File: config.mk
export PLATFORM = sky130hd
export DESIGN_NAME = utf8_search_fold_stream_unit
export DESIGN_NICKNAME = d
export VERILOG_FILES = /design/src/hw/rtl/usfs_pkg.sv /design/src/hw/rtl/utf8_search_fold_stream_unit.sv /design/src/hw/rtl/usfs_front.sv /design/src/hw/rtl/usfs_queue.sv /design/src/hw/rtl/usfs_back.sv
export SDC_FILE = /design/constraint.sdc
export NUM_CORES = 1
export LEC_CHECK = 0
export BUFFER_PORTS_ARGS = -buffer_cell sky130_fd_sc_hd__buf_4
export CAP_MARGIN = 10
export CELL_PAD_IN_SITES_DETAIL_PLACEMENT = 1
export CELL_PAD_IN_SITES_GLOBAL_PLACEMENT = 1
export CORE_ASPECT_RATIO = 1.75
export CORE_MARGIN = 8
export CORE_UTILIZATION = 52
export CTS_CLUSTER_DIAMETER = 30
export DETAILED_ROUTE_END_ITERATION = 7
export GPL_ROUTABILITY_DRIVEN = 0
export PLACE_DENSITY = 0.84
export SYNTH_ARGS = -nofsm -noshare
export SYNTH_HDL_FRONTEND = slang
export SYNTH_HIERARCHICAL = 1
export SYNTH_SLANG_ARGS = --single-unit
File: constraint.sdc
create_clock -name i_clk -period 5 [get_ports i_clk]
set_input_delay 0 -clock i_clk [delete_from_list [all_inputs] [get_ports i_clk]]
set_output_delay 0 -clock i_clk [all_outputs]
set_load 0.01 [all_outputs]
File: src/hw/rtl/usfs_pkg.sv
// shared types and constants of the utf-8 search fold stream
package usfs_pkg;

    localparam int QUEUE_DEPTH = 4;
    localparam int MAX_OUT     = 4;

    typedef struct packed {
        logic [MAX_OUT-1:0][7:0] bytes;
        logic [2:0]              cnt;
    } t_req;

endpackage

File: src/hw/rtl/utf8_search_fold_stream_unit.sv
// top level of the utf-8 search fold stream: decoder, request queue, output serializer
//
// input side is a queue write port: i_in_byte is taken at a rising edge with push high
// and full low. result side is a queue read port: while empty is low the oldest result
// byte is on o_out_byte with o_run_last marking the last byte caused by one input byte;
// it is taken at a rising edge with pop high and empty low.
// the decoder takes one byte per cycle while full is low and writes the bytes it
// causes (zero to four) as one request into a queue of QUEUE_DEPTH entries; the
// serializer drains one byte per cycle while pop is high, so with pop held high
// plain text runs at one byte per cycle in and out. the first result byte of an input
// reaches the result ports through the queue and then the output register.
// an expansion to n bytes holds the output register until all n bytes are popped;
// the queue absorbs it and full rises only once QUEUE_DEPTH requests are waiting.
// bytes that only extend a sequence, and combining marks, write nothing.
// when pop stays low, results wait in the output register and the queue; nothing is lost.
// synchronous reset clears the sequence state, the queue and the output register;
// empty is high and full is low in the cycle after reset.
module utf8_search_fold_stream_unit #(
    parameter int QUEUE_DEPTH = usfs_pkg::QUEUE_DEPTH
) (
    input  logic       i_clk,
    input  logic       i_rst_n,
    input  logic       push,
    output logic       full,
    input  logic [7:0] i_in_byte,
    output logic       empty,
    input  logic       pop,
    output logic [7:0] o_out_byte,
    output logic       o_run_last
);

    usfs_pkg::t_req w_req;
    usfs_pkg::t_req w_head;
    logic           w_req_valid;
    logic           w_q_full;
    logic           w_q_empty;
    logic           w_q_rd;

    usfs_front u_front (
        .i_clk       (i_clk),
        .i_rst_n     (i_rst_n),
        .i_push      (push),
        .i_in_byte   (i_in_byte),
        .i_q_full    (w_q_full),
        .o_req_valid (w_req_valid),
        .o_req       (w_req)
    );

    usfs_queue #(
        .DEPTH (QUEUE_DEPTH)
    ) u_queue (
        .i_clk   (i_clk),
        .i_rst_n (i_rst_n),
        .i_wr    (w_req_valid),
        .i_data  (w_req),
        .i_rd    (w_q_rd),
        .o_full  (w_q_full),
        .o_empty (w_q_empty),
        .o_head  (w_head)
    );

    usfs_back u_back (
        .i_clk     (i_clk),
        .i_rst_n   (i_rst_n),
        .i_q_empty (w_q_empty),
        .i_head    (w_head),
        .i_pop     (pop),
        .o_q_rd    (w_q_rd),
        .o_empty   (empty),
        .o_byte    (o_out_byte),
        .o_last    (o_run_last)
    );

    assign full = w_q_full;

`ifndef ASSERT_OFF
    a_req_count: assert property (@(posedge i_clk) disable iff (!i_rst_n)
        w_req_valid |-> (w_req.cnt != 3'd0) && (w_req.cnt <= 3'd4))
        else $error("request with bad byte count");

    a_no_wr_full: assert property (@(posedge i_clk) disable iff (!i_rst_n)
        w_q_full |-> !w_req_valid)
        else $error("request written into a full queue");

    a_run_holds: assert property (@(posedge i_clk) disable iff (!i_rst_n)
        (pop && !empty && !o_run_last) |=> !empty)
        else $error("result run cut short");

    a_reset_empty: assert property (@(posedge i_clk)
        !i_rst_n |=> empty && !full)
        else $error("output not empty after reset");
`endif

endmodule

File: src/hw/rtl/usfs_front.sv
// front end: strict utf-8 decoder/folder, one byte per cycle unless the queue is full
module usfs_front (
    input  logic              i_clk,
    input  logic              i_rst_n,
    input  logic              i_push,
    input  logic [7:0]        i_in_byte,
    input  logic              i_q_full,
    output logic              o_req_valid,
    output usfs_pkg::t_req    o_req
);

    logic [7:0]  r_pend [3];
    logic [7:0]  n_pend [3];
    logic [1:0]  r_pcnt, n_pcnt;
    logic [2:0]  r_slen, n_slen;
    logic [20:0] r_cp, n_cp;

    logic        w_accept;
    logic        w_in_seq;
    logic        w_cont;
    logic [2:0]  w_rest3;
    logic [1:0]  w_rest;
    logic [20:0] w_cp_add;
    logic [20:0] w_cp_new;
    logic [20:0] w_thresh;
    logic        w_bad;
    logic [2:0]  w_len;
    logic [20:0] w_lead_cp;
    logic [3:0][7:0] w_raw;
    logic [1:0]  w_flush;
    logic [7:0]  w_bout;
    logic        w_emit;
    usfs_pkg::t_req w_req;

    // latin-1 u+00c0..u+00ff, upper byte zero means pass through
    function automatic logic [15:0] lat1(input logic [5:0] idx);
        logic [15:0] v;
        case (idx[4:0]) inside
            [5'd0:5'd5]:   v = {"a", 8'h00};
            5'd6:          v = "ae";
            5'd7:          v = {"c", 8'h00};
            [5'd8:5'd11]:  v = {"e", 8'h00};
            [5'd12:5'd15]: v = {"i", 8'h00};
            5'd16:         v = {"d", 8'h00};
            5'd17:         v = {"n", 8'h00};
            [5'd18:5'd22]: v = {"o", 8'h00};
            5'd23:         v = 16'h0000;
            5'd24:         v = {"o", 8'h00};
            [5'd25:5'd28]: v = {"u", 8'h00};
            5'd29:         v = {"y", 8'h00};
            5'd30:         v = "th";
            default:       v = idx[5] ? {"y", 8'h00} : "ss";
        endcase
        return v;
    endfunction

    // latin extended-a u+0100..u+017f base letters
    function automatic logic [7:0] latx(input logic [6:0] idx);
        logic [7:0] v;
        case (idx) inside
            [7'h00:7'h05]: v = "a";
            [7'h06:7'h0D]: v = "c";
            [7'h0E:7'h11]: v = "d";
            [7'h12:7'h1B]: v = "e";
            [7'h1C:7'h23]: v = "g";
            [7'h24:7'h27]: v = "h";
            [7'h28:7'h32]: v = "i";
            [7'h33:7'h35]: v = "j";
            [7'h36:7'h38]: v = "k";
            [7'h39:7'h42]: v = "l";
            [7'h43:7'h4B]: v = "n";
            [7'h4C:7'h52]: v = "o";
            7'h53:         v = "e";
            [7'h54:7'h59]: v = "r";
            [7'h5A:7'h61]: v = "s";
            [7'h62:7'h67]: v = "t";
            [7'h68:7'h73]: v = "u";
            [7'h74:7'h75]: v = "w";
            [7'h76:7'h78]: v = "y";
            [7'h79:7'h7E]: v = "z";
            default:       v = "s";
        endcase
        return v;
    endfunction

    function automatic usfs_pkg::t_req fold(input logic [20:0] cp,
                                            input logic [3:0][7:0] raw,
                                            input logic [2:0] rawlen);
        usfs_pkg::t_req r;
        logic [15:0]    l1;
        r.bytes = raw;
        r.cnt   = rawlen;
        l1      = lat1(cp[5:0]);
        if (cp inside {[21'h000300:21'h00036F]}) begin
            r.cnt = 3'd0;
        end else if (cp inside {[21'h0000C0:21'h0000FF]}) begin
            if (l1[15:8] != 8'h00) begin
                r.bytes[0] = l1[15:8];
                r.bytes[1] = l1[7:0];
                r.cnt      = (l1[7:0] != 8'h00) ? 3'd2 : 3'd1;
            end
        end else if (cp inside {[21'h000100:21'h00017F]}) begin
            if (cp inside {21'h000132, 21'h000133}) begin
                r.bytes[0] = "i";
                r.bytes[1] = "j";
                r.cnt      = 3'd2;
            end else if (cp inside {21'h000152, 21'h000153}) begin
                r.bytes[0] = "o";
                r.bytes[1] = "e";
                r.cnt      = 3'd2;
            end else begin
                r.bytes[0] = latx(cp[6:0]);
                r.cnt      = 3'd1;
            end
        end else if (cp inside {21'h0000AB, 21'h0000BB, [21'h00201C:21'h00201F]}) begin
            r.bytes[0] = "\"";
            r.cnt      = 3'd1;
        end else if (cp inside {[21'h002018:21'h00201B]}) begin
            r.bytes[0] = "'";
            r.cnt      = 3'd1;
        end else if (cp inside {[21'h002010:21'h002015]}) begin
            r.bytes[0] = "-";
            r.cnt      = 3'd1;
        end else if (cp == 21'h002026) begin
            r.bytes[0] = ".";
            r.bytes[1] = ".";
            r.bytes[2] = ".";
            r.cnt      = 3'd3;
        end else if (cp inside {21'h0000A0, 21'h00202F, 21'h00205F,
                                [21'h002000:21'h00200A]}) begin
            r.bytes[0] = " ";
            r.cnt      = 3'd1;
        end
        return r;
    endfunction

    assign w_accept = i_push && !i_q_full;
    assign w_in_seq = (r_slen >= 3'd2) && (r_slen <= 3'd4) && (r_pcnt != 2'd0)
                      && ({1'b0, r_pcnt} < r_slen);
    assign w_cont   = (i_in_byte[7:6] == 2'b10);
    assign w_rest3  = r_slen - {1'b0, r_pcnt} - 3'd1;
    assign w_rest   = w_rest3[1:0];

    always_comb begin
        case (w_rest)
            2'd0:    w_cp_add = {15'd0, i_in_byte[5:0]};
            2'd1:    w_cp_add = {9'd0, i_in_byte[5:0], 6'd0};
            2'd2:    w_cp_add = {3'd0, i_in_byte[5:0], 12'd0};
            default: w_cp_add = 21'd0;
        endcase
    end

    assign w_cp_new = r_cp | w_cp_add;
    assign w_thresh = (r_slen == 3'd4) ? 21'h010000 : 21'h000800;
    assign w_bad    = ((r_slen == 3'd4) && (r_pcnt == 2'd1) && (w_cp_new >= 21'h110000))
                   || ((r_slen >= 3'd3) && ({1'b0, r_pcnt} == r_slen - 3'd2)
                       && (((w_cp_new >= 21'h00D800) && (w_cp_new < 21'h00E000))
                           || (w_cp_new < w_thresh)));

    assign w_len     = (i_in_byte >= 8'hF0) ? 3'd4 : (i_in_byte >= 8'hE0) ? 3'd3 : 3'd2;
    assign w_lead_cp = (w_len == 3'd4) ? {i_in_byte[2:0], 18'd0}
                     : (w_len == 3'd3) ? {5'd0, i_in_byte[3:0], 12'd0}
                     : {10'd0, i_in_byte[4:0], 6'd0};

    assign w_raw[0] = r_pend[0];
    assign w_raw[1] = (r_pcnt > 2'd1) ? r_pend[1] : i_in_byte;
    assign w_raw[2] = (r_pcnt > 2'd2) ? r_pend[2] : i_in_byte;
    assign w_raw[3] = i_in_byte;

    always_comb begin
        n_pend  = r_pend;
        n_pcnt  = r_pcnt;
        n_slen  = r_slen;
        n_cp    = r_cp;
        w_req   = '0;
        w_flush = 2'd0;
        w_bout  = i_in_byte;
        w_emit  = 1'b0;
        if (w_in_seq && w_cont && !w_bad) begin
            if (w_rest == 2'd0) begin
                w_req  = fold(w_cp_new, w_raw, r_slen);
                n_pcnt = 2'd0;
                n_slen = 3'd0;
                n_cp   = 21'd0;
            end else begin
                n_pend[r_pcnt] = i_in_byte;
                n_pcnt         = r_pcnt + 2'd1;
                n_cp           = w_cp_new;
            end
        end else begin
            w_flush = w_in_seq ? r_pcnt : 2'd0;
            n_pcnt  = 2'd0;
            n_slen  = 3'd0;
            n_cp    = 21'd0;
            if (i_in_byte < 8'h80) begin
                w_emit = 1'b1;
                if (i_in_byte inside {["A":"Z"]}) begin
                    w_bout = i_in_byte + 8'h20;
                end
            end else if ((i_in_byte < 8'hC2) || (i_in_byte > 8'hF4)) begin
                w_emit = 1'b1;
            end else begin
                n_pend[0] = i_in_byte;
                n_pcnt    = 2'd1;
                n_slen    = w_len;
                n_cp      = w_lead_cp;
            end
            w_req.bytes[0] = (w_flush > 2'd0) ? r_pend[0] : w_bout;
            w_req.bytes[1] = (w_flush > 2'd1) ? r_pend[1] : w_bout;
            w_req.bytes[2] = (w_flush > 2'd2) ? r_pend[2] : w_bout;
            w_req.bytes[3] = w_bout;
            w_req.cnt      = {1'b0, w_flush} + {2'b00, w_emit};
        end
    end

    always_ff @(posedge i_clk) begin
        if (!i_rst_n) begin
            r_pcnt <= 2'd0;
            r_slen <= 3'd0;
            r_cp   <= 21'd0;
        end else if (w_accept) begin
            r_pcnt <= n_pcnt;
            r_slen <= n_slen;
            r_cp   <= n_cp;
        end
    end

    always_ff @(posedge i_clk) begin
        if (w_accept) begin
            r_pend <= n_pend;
        end
    end

    assign o_req_valid = w_accept && (w_req.cnt != 3'd0);
    assign o_req       = w_req;

endmodule

File: src/hw/rtl/usfs_queue.sv
// request queue between the decoder and the output serializer
module usfs_queue #(
    parameter int DEPTH = usfs_pkg::QUEUE_DEPTH
) (
    input  logic           i_clk,
    input  logic           i_rst_n,
    input  logic           i_wr,
    input  usfs_pkg::t_req i_data,
    input  logic           i_rd,
    output logic           o_full,
    output logic           o_empty,
    output usfs_pkg::t_req o_head
);

    localparam int PW = $clog2(DEPTH);
    localparam int CW = $clog2(DEPTH + 1);

    usfs_pkg::t_req r_mem [DEPTH];
    logic [PW-1:0]  r_wp, r_rp;
    logic [CW-1:0]  r_cnt;

    always_ff @(posedge i_clk) begin
        if (!i_rst_n) begin
            r_wp  <= '0;
            r_rp  <= '0;
            r_cnt <= '0;
        end else begin
            if (i_wr) begin
                r_wp <= (r_wp == PW'(DEPTH - 1)) ? '0 : r_wp + PW'(1);
            end
            if (i_rd) begin
                r_rp <= (r_rp == PW'(DEPTH - 1)) ? '0 : r_rp + PW'(1);
            end
            if (i_wr && !i_rd) begin
                r_cnt <= r_cnt + CW'(1);
            end else if (!i_wr && i_rd) begin
                r_cnt <= r_cnt - CW'(1);
            end
        end
    end

    always_ff @(posedge i_clk) begin
        if (i_wr) begin
            r_mem[r_wp] <= i_data;
        end
    end

    assign o_full  = (r_cnt == CW'(DEPTH));
    assign o_empty = (r_cnt == '0);
    assign o_head  = r_mem[r_rp];

endmodule

File: src/hw/rtl/usfs_back.sv
// back end: output register that sends each request out one byte at a time
module usfs_back (
    input  logic           i_clk,
    input  logic           i_rst_n,
    input  logic           i_q_empty,
    input  usfs_pkg::t_req i_head,
    input  logic           i_pop,
    output logic           o_q_rd,
    output logic           o_empty,
    output logic [7:0]     o_byte,
    output logic           o_last
);

    usfs_pkg::t_req r_req;
    logic [1:0]     r_idx;
    logic           r_valid;
    logic           w_take;
    logic           w_load;

    assign o_last = ({1'b0, r_idx} == r_req.cnt - 3'd1);
    assign w_take = r_valid && i_pop;
    assign w_load = !r_valid || (w_take && o_last);
    assign o_q_rd = w_load && !i_q_empty;

    always_ff @(posedge i_clk) begin
        if (!i_rst_n) begin
            r_valid <= 1'b0;
            r_idx   <= 2'd0;
        end else if (w_load) begin
            r_valid <= !i_q_empty;
            r_idx   <= 2'd0;
        end else if (w_take) begin
            r_idx <= r_idx + 2'd1;
        end
    end

    always_ff @(posedge i_clk) begin
        if (o_q_rd) begin
            r_req <= i_head;
        end
    end

    assign o_empty = !r_valid;
    assign o_byte  = r_req.bytes[r_idx];

endmodule
---- Yosys cells after proc, flatten, opt, wreduce, memory -nomap -nowiden ----
Memories as Yosys holds them, arrays and structs flattened. A register that Yosys moved wholly into a read port is not among the register bits.
Index checks and enable logic that the tools add are counted.
operators by class
  mux-type cells .......................... 102
  $mul .................................... 0
  shift operators ......................... 0
  $lt $le $gt $ge ......................... 85
  reductions and logical operators ........ 75
  equality and inequality tests ........... 35
  add/subtract/negate cells ............... 12
  bitwise gates (word level) .............. 4
  div/mod/pow operators ................... 0
operator list
  kind                                                                                    number
  16-bit 2-to-1 mux                                                                       20
  8-bit 2-to-1 mux                                                                        34
  21-bit 2-to-1 mux                                                                       5
  21-bit by 9-bit equality test with 1-bit output (second input constant)                 4
  21-bit by 14-bit greater-or-equal comparator with 1-bit output (second input constant)  4
  21-bit by 14-bit less-or-equal comparator with 1-bit output (second input constant)     4
  19-bit 2-to-1 mux                                                                       4
  7-bit less-or-equal comparator (second input constant)                                  10
  35-bit 2-to-1 mux                                                                       2
  11-bit 2-to-1 mux                                                                       6
  21-bit by 14-bit equality test with 1-bit output (second input constant)                3
  21-bit by 8-bit equality test with 1-bit output (second input constant)                 3
  7-bit greater-or-equal comparator (second input constant)                               9
  18-bit case mux with 3 select lines                                                     1
  1-bit logical AND                                                                       50
  24-bit 2-to-1 mux                                                                       2
  7-bit by 6-bit greater-or-equal comparator with 1-bit output (second input constant)    5
  7-bit by 6-bit less-or-equal comparator with 1-bit output (second input constant)       5
  5-bit equality test (second input constant)                                             6
  24-bit bitwise mux                                                                      1
  3-bit 2-to-1 mux                                                                        8
  21-bit by 10-bit greater-or-equal comparator with 1-bit output (second input constant)  1
  21-bit by 16-bit greater-or-equal comparator with 1-bit output (second input constant)  1
  21-bit greater-or-equal comparator (second input constant)                              1
  72 further kinds                                                                        124
word-level totals
  register bits ........................... 60
  logic and storage cells ................. 325
  bits of input ports ..................... 12
  bits in read-only memories .............. 0
  memories ................................ 1
  output and inout port bits .............. 11
  bits in latches ......................... 0
  bits in writable memories ............... 140
memory list
  memory         words  width  read ports  clocked after Yosys merged registers in  wr ports  line              source
  u_queue.r_mem  4      35     1           1                                        1         usfs_queue.sv:18  usfs_pkg::t_req r_mem [DEPTH];

---- Depth between registers and ports, before layout ----
  depth after elaboration ................. 40
  gate-level depth with buffers ........... 21
  mapped depth without buffers ............ 18

---- Hierarchy ----
The synthesis kept the hierarchy.
by module, submodules not included
  module      area an instance (um^2)  cells an instance  instances  seq. area each (um^2)
  usfs_queue  5560.3                   227                1          4384.2
  usfs_front  4933.5                   645                1          1241.2
  usfs_back   1468.9                   71                 1          1111.1

---- Worst setup path before layout ----
No wires, ideal clock.
  kind .................................... register -> register
  start ................................... register u_front.r_pcnt[0]
  end ..................................... memory u_queue/r_mem[0][0] in the netlist's numbering, enable pin
  library setup time ...................... 395 ps
  arrival time ............................ 4191 ps
  path slack .............................. 414 ps
  path buffers ............................ 3
  cell stages (with the launch flop) ...... 15
  period minus slack after synthesis ...... 4586 ps
  required time ........................... 4605 ps
  path through ............................ dfxtp_1 > inv_1 > ha_1 > buf_2 > buf_2 > nor3_1 > or4b_1 > nor2_2 > and3_1 > buf_2 > nor4_1 > a21oi_1 > nor3_1 > a21oi_1 > and2_1
between the ends
  word-level cells in the longest chain between the ends .. 32
  elaborated cells between the ends (all ways) .. 123
  classes of those cells .................. 3 x add/sub; 29 x order compare; 22 x eq/ne; 34 x mux; 1 x bitwise; 34 x reduce/logical
ends and longest elaborated chain
  element                                                                     line                                source
  from (decl)                                                                 usfs_front.sv:14                    logic [1:0] r_pcnt, n_pcnt;
  from (signal assigned)                                                      usfs_front.sv:222                   r_pcnt <= n_pcnt;
  branches (longest 27 deep; another with 5-bit greater-or-equal comparator)  -
  35-bit 2-to-1 mux *                                                         usfs_front.sv:179                   if (w_in_seq && w_cont && !w_bad) begin
  3-bit nonzero test *                                                        usfs_front.sv:234                   assign o_req_valid = w_accept && (w_req.cnt != 3'd0);
  1-bit logical AND *                                                         usfs_front.sv:234
  net w_req_valid                                                             utf8_search_fold_stream_unit.sv:34  logic w_req_valid;
  1-bit 2-to-1 mux *                                                          usfs_queue.sv:43                    if (i_wr) begin
  1-bit 2-to-1 mux (not written as such) *                                    usfs_queue.sv:44                    r_mem[r_wp] <= i_data;
  to (decl)                                                                   usfs_queue.sv:18
Mark *: on every way through the listed nets, which the timed path passes. The select of a mux whose other input is x is not followed.

---- Final worst setup path ----
  start ................................... register u_front.r_slen[1]
  end ..................................... register u_queue.r_cnt[2]
between the ends
  word-level cells in the longest chain between the ends .. 33
  elaborated cells between the ends (all ways) .. 131
  classes of those cells .................. 4 x add/sub; 32 x order compare; 22 x eq/ne; 34 x mux; 1 x bitwise; 38 x reduce/logical
ends and longest elaborated chain
  element                                                                     line                                source
  from (decl)                                                                 usfs_front.sv:15                    logic [2:0] r_slen, n_slen;
  from (signal assigned)                                                      usfs_front.sv:223                   r_slen <= n_slen;
  branches (longest 27 deep; another with 5-bit greater-or-equal comparator)  -
  35-bit 2-to-1 mux *                                                         usfs_front.sv:179
  3-bit nonzero test *                                                        usfs_front.sv:234
  1-bit logical AND *                                                         usfs_front.sv:234
  net w_req_valid                                                             utf8_search_fold_stream_unit.sv:34
  1-bit zero test                                                             usfs_queue.sv:36                    end else if (!i_wr && i_rd) begin
  1-bit logical AND                                                           usfs_queue.sv:36
  2-bit nonzero test (no line)                                                -
  to (signal assigned)                                                        usfs_queue.sv:35                    r_cnt <= r_cnt + CW'(1);
  to (signal assigned)                                                        usfs_queue.sv:37                    r_cnt <= r_cnt - CW'(1);
  to (decl)                                                                   usfs_queue.sv:20                    logic [CW-1:0] r_cnt;
Marked as above.
A chain may end at the register's enable or synchronous reset.

==> flow_metrics.env <==
export IMPL_status="finished, final reports clean"
export IMPL_cp_cell_sequence="inv_1 > ha_1 > xnor2_2 > buf_12 > a31o_2 > nor4_1 > a31oi_1 > and2b_1 > nor3_1 > a21oi_1 > nor3_1 > a21oi_1 > ha_1 > inv_1 > fa_1 > xor2_1 > or3_1 > a21boi_0"
export IMPL_top_level_ports=23
export IMPL_drive_above_1_share=0.198
export IMPL_synth_compound_area_share=0.146
export IMPL_area_sequential_um2=6740
export IMPL_rows=73
export IMPL_hold_path_class="input pin to flip-flop"
export IMPL_clock_insertion_delay_worst_skew_ps=580
export IMPL_timing_clock_skew_ps=28.0
export IMPL_place_port_buffers=22
export IMPL_period_share=0.964
export IMPL_worst_slew_margin_rel=0.266
export IMPL_clock_tree_htree_level_count=1
export IMPL_design_die_area_um2=28300
export IMPL_detail_route_vias_per_cell=6.80
export IMPL_worst_r2r_startpoint="u_front/r_slen[1]"
export IMPL_final_count_of_hold_timing_violations=0
export IMPL_worstReg2RegEnd="u_queue/r_cnt[2]"
export IMPL_asyncSetResetFlopFracSynth=0
export IMPL_worst_path_buf_inv=3
export IMPL_antennaDiodeCount=0
export IMPL_critical_path_startpoint_type="flip-flop"
export IMPL_tritoncts_num_sinks=237
export IMPL_clock_path_buffers=3
export IMPL_chipHeight_um=217
export IMPL_globalRoute_totalOverflow=0
export IMPL_fill_cells=2294
export IMPL_drt_drc_violations_left=0
export IMPL_global_route_usage_sum=0.286
export IMPL_crit_path_end="u_queue/r_cnt[2]"
export IMPL_routed_wirelength_mm=39.8
export IMPL_tritoncts_clock_tree="yes"
export IMPL_synth_cell_area_um2=12000
export IMPL_max_vdd_ir_drop_mv=0.340
export IMPL_drt_iter0_markers=919
export IMPL_synth_sequential_area_ratio=0.563
export IMPL_die_width_um=131
export IMPL_drt_antenna_violating_nets=0
export IMPL_count_of_flip_flops_with_a_built_in_enable_after_synthesis=199
export IMPL_static_leakage_power_nw=4.87
export IMPL_final_core_util=0.615
export IMPL_crit_fanout=25
export IMPL_syn_nets=976
export IMPL_fin_nets=1047
export IMPL_multi_input_area_um2=4850
export IMPL_post_drt_wl_per_cell_um=29.8
export IMPL_final_setup_viol_count=0
export IMPL_flip_flop_and_latch_count_after_synthesis=237
export IMPL_fmax_mhz=207
export IMPL_cts_root_buf="sky130_fd_sc_hd__clkbuf_16"
export IMPL_r2r_setup_slack_ps=180
export IMPL_yosys_area_share_xor_xnor=0.00711
export IMPL_critical_setup_path_kind="flip-flop to flip-flop"
export IMPL_pin_count_of_the_biggest_net_entering_global_routing=39
export IMPL_tritoncts_num_buffers=31
export IMPL_grt_first_pass_wirelength_mm=60.0
export IMPL_place_hpwl_mm=25.8
export IMPL_postSynth_topFlopCell="sky130_fd_sc_hd__edfxtp_1"
export IMPL_min_period_ps=4820
export IMPL_synthDistinctLibCells=88
export IMPL_synth_avg_cell_area_um2=12.7
export IMPL_clkSlewWorstSetupHoldPaths_ps=60
export IMPL_tightestPinTransition_ps=1090
export IMPL_route_vias_total=9088
export IMPL_max_cap_violations=0
export IMPL_muxShareOfSynthArea=0.108
export IMPL_number_of_optimization_iterations_in_the_first_detailed_route_pass=5
export IMPL_floorplan_core_area_um2=22700
export IMPL_post_synth_inst_count=943
export IMPL_syn_to_final_growth_pct=16.4
export IMPL_crit_slowest_cell="sky130_fd_sc_hd__nor4_1"
export IMPL_power_density_cell_area_nw_per_um2=443
export IMPL_antenna_found_initial=0
export IMPL_critical_path_top_delay_family="simple AND/OR/NAND/NOR gates"
export IMPL_worst_path_stages=18
export IMPL_hold_ws_ps=262
export IMPL_worst_endpoint_required_ps=5500
export IMPL_timing_max_transition_violations_final=0
export IMPL_endpoint_kind="flip-flop"
export IMPL_grt_pass1_vias=9778
export IMPL_cp_startpoint="u_front/r_slen[1]"
export IMPL_yosys_area_share_adder=0.0226
export IMPL_max_stage_delay_ps=620
export IMPL_synth_simple_gate_area_frac=0.118
export IMPL_starting_density=0.528
export IMPL_rr_worst_depth=18
export IMPL_yosys_warnings=6
export IMPL_data_arrival_at_the_endpoint_of_the_critical_path_ps=5320
export IMPL_dominant_combinational_cell_family_by_area_after_synthesis="compound AO/OA/AOI/OAI gates"
flip-flops by register name, summed over array words and instances (netlist names), named ones only:
signal,count
u_queue/r_mem,140
u_back/r_valid,1
u_front/r_slen,3
u_back/r_idx,2
u_queue/r_rp,2
u_front/r_pend,24
u_front/r_cp,21
u_queue/r_cnt,3
u_queue/r_wp,2
u_front/r_pcnt,2
u_back/r_req,35
metal layers:
metal | global-route usage | vias to the layer above | routed length [µm]
met4 | 0.195 | 0 | 2760
met3 | 0.0509 | 177 | 2710
met1 | 0.302 | 4549 | 13500
li1 | - | 3852 | -
met2 | 0.500 | 510 | 20800
met5 | 0 | - | 0
synth_stat cells, types with 6 or more instances:
cell	n	area share
sky130_fd_sc_hd__o31ai_1	8	0.0050
sky130_fd_sc_hd__mux4_2	36	0.068
sky130_fd_sc_hd__nor2b_1	26	0.014
sky130_fd_sc_hd__mux4_1	7	0.015
sky130_fd_sc_hd__o21ai_0	39	0.016
sky130_fd_sc_hd__buf_2	18	0.0075
sky130_fd_sc_hd__a21o_1	12	0.0075
sky130_fd_sc_hd__and3_1	12	0.0063
sky130_fd_sc_hd__edfxtp_1	199	0.50
sky130_fd_sc_hd__a22oi_1	8	0.0050
sky130_fd_sc_hd__nor3_1	27	0.011
sky130_fd_sc_hd__nor2_1	54	0.017
sky130_fd_sc_hd__a21oi_1	59	0.025
sky130_fd_sc_hd__nand2b_1	10	0.0052
sky130_fd_sc_hd__a31oi_1	18	0.0094
sky130_fd_sc_hd__o22ai_1	11	0.0058
sky130_fd_sc_hd__nand2_1	57	0.018
sky130_fd_sc_hd__o211ai_1	10	0.0063
sky130_fd_sc_hd__nor4_1	14	0.0073
sky130_fd_sc_hd__o21a_1	7	0.0044
sky130_fd_sc_hd__mux2i_1	27	0.023
sky130_fd_sc_hd__ha_1	20	0.021
sky130_fd_sc_hd__nand3_1	20	0.0084
sky130_fd_sc_hd__clkbuf_1	28	0.0088
sky130_fd_sc_hd__a21boi_0	6	0.0038
sky130_fd_sc_hd__dfxtp_1	38	0.064
sky130_fd_sc_hd__inv_1	22	0.0069
sky130_fd_sc_hd__a22o_1	11	0.0081
sky130_fd_sc_hd__and2_1	17	0.0089
sky130_fd_sc_hd__a211oi_1	7	0.0044
how the worst min path moves through the flow:
stage / start / to / cells past startpoint
after global placement: pop / u_back/r_valid / 2
after detailed placement: pop / u_back/r_valid / 2
final: i_in_byte[7] / u_front/r_pend[7] / 2
after CTS: i_in_byte[7] / u_front/r_pend[7] / 2
after floorplan: i_in_byte[0] / u_front/r_pend[0] / 0
after global routing: i_in_byte[7] / u_front/r_pend[7] / 2
cell usage in the layout (no fill, tap or decap), types with 20 or more instances in the layout:
master                      Yosys  final
sky130_fd_sc_hd__dfxtp_1       38     37
sky130_fd_sc_hd__mux4_2        36     36
sky130_fd_sc_hd__buf_4          3     80
sky130_fd_sc_hd__a21oi_1       59     57
sky130_fd_sc_hd__nor2_1        54     54
sky130_fd_sc_hd__clkbuf_16      0     31
sky130_fd_sc_hd__nor3_1        27     27
sky130_fd_sc_hd__nor2b_1       26     26
sky130_fd_sc_hd__inv_1         22     22
sky130_fd_sc_hd__nand3_1       20     20
sky130_fd_sc_hd__edfxtp_1     199    199
sky130_fd_sc_hd__nand2_1       57     57
sky130_fd_sc_hd__mux2i_1       27     27
sky130_fd_sc_hd__o21ai_0       39     38
metrics by stage:
step / worst slack [ps] / instance area [µm²] / TNS (ps) / power (W) / instances
after floorplan: 414 / 12000 / 0 / 0.00353 / 943
after global placement: 361 / 12700 / 0 / 0.00383 / 1268
after detailed placement: 227 / 12700 / 0 / 0.00391 / 1268
after CTS: 119 / 13900 / 0 / 0.00619 / 1336
after global routing: -20.7 / 13900 / -20.7 / 0.00637 / 1337
final: 180 / 13900 / 0 / 0.00617 / 1337
power by group:
| group | leakage, nW | switching [W] | internal [W] | total (W) |
|---|---|---|---|---|
| sequential | 2.13 | 0.000121 | 0.00251 | 0.00263 |
| combinational | 2.23 | 0.000712 | 0.000573 | 0.00128 |
| clock | 0.508 | 0.000931 | 0.00132 | 0.00225 |
cell type report:
cell class / count / area share
sequential: 237 / 0.484
multi-input combinational: 623 / 0.348
timing repair buffer: 98 / 0.0593
clock buffer: 34 / 0.0565
tap: 300 / 0.0270
clock inverter: 22 / 0.0188
inverter: 23 / 0.00620
kinds of logic after synthesis:
family,count (synthesis)
AO/OA/AOI/OAI,251
XOR/XNOR,8
adder cells (fa/ha/maj),21
multiplexers,72
flip-flops,237
AND/OR/NAND/NOR,271
buffers and inverters,83
repair_timing:
| item | CTS | global route |
|---|---|---|
| setup buffers | 0 | 0 |
| endpoints found under the hold margin | 59 | 0 |
| setup endpoints to repair | 0 | 2 |
| hold buffers | 12 | 0 |
| resized for setup | 0 | 10 |
Power figures use the tool's default switching activity.
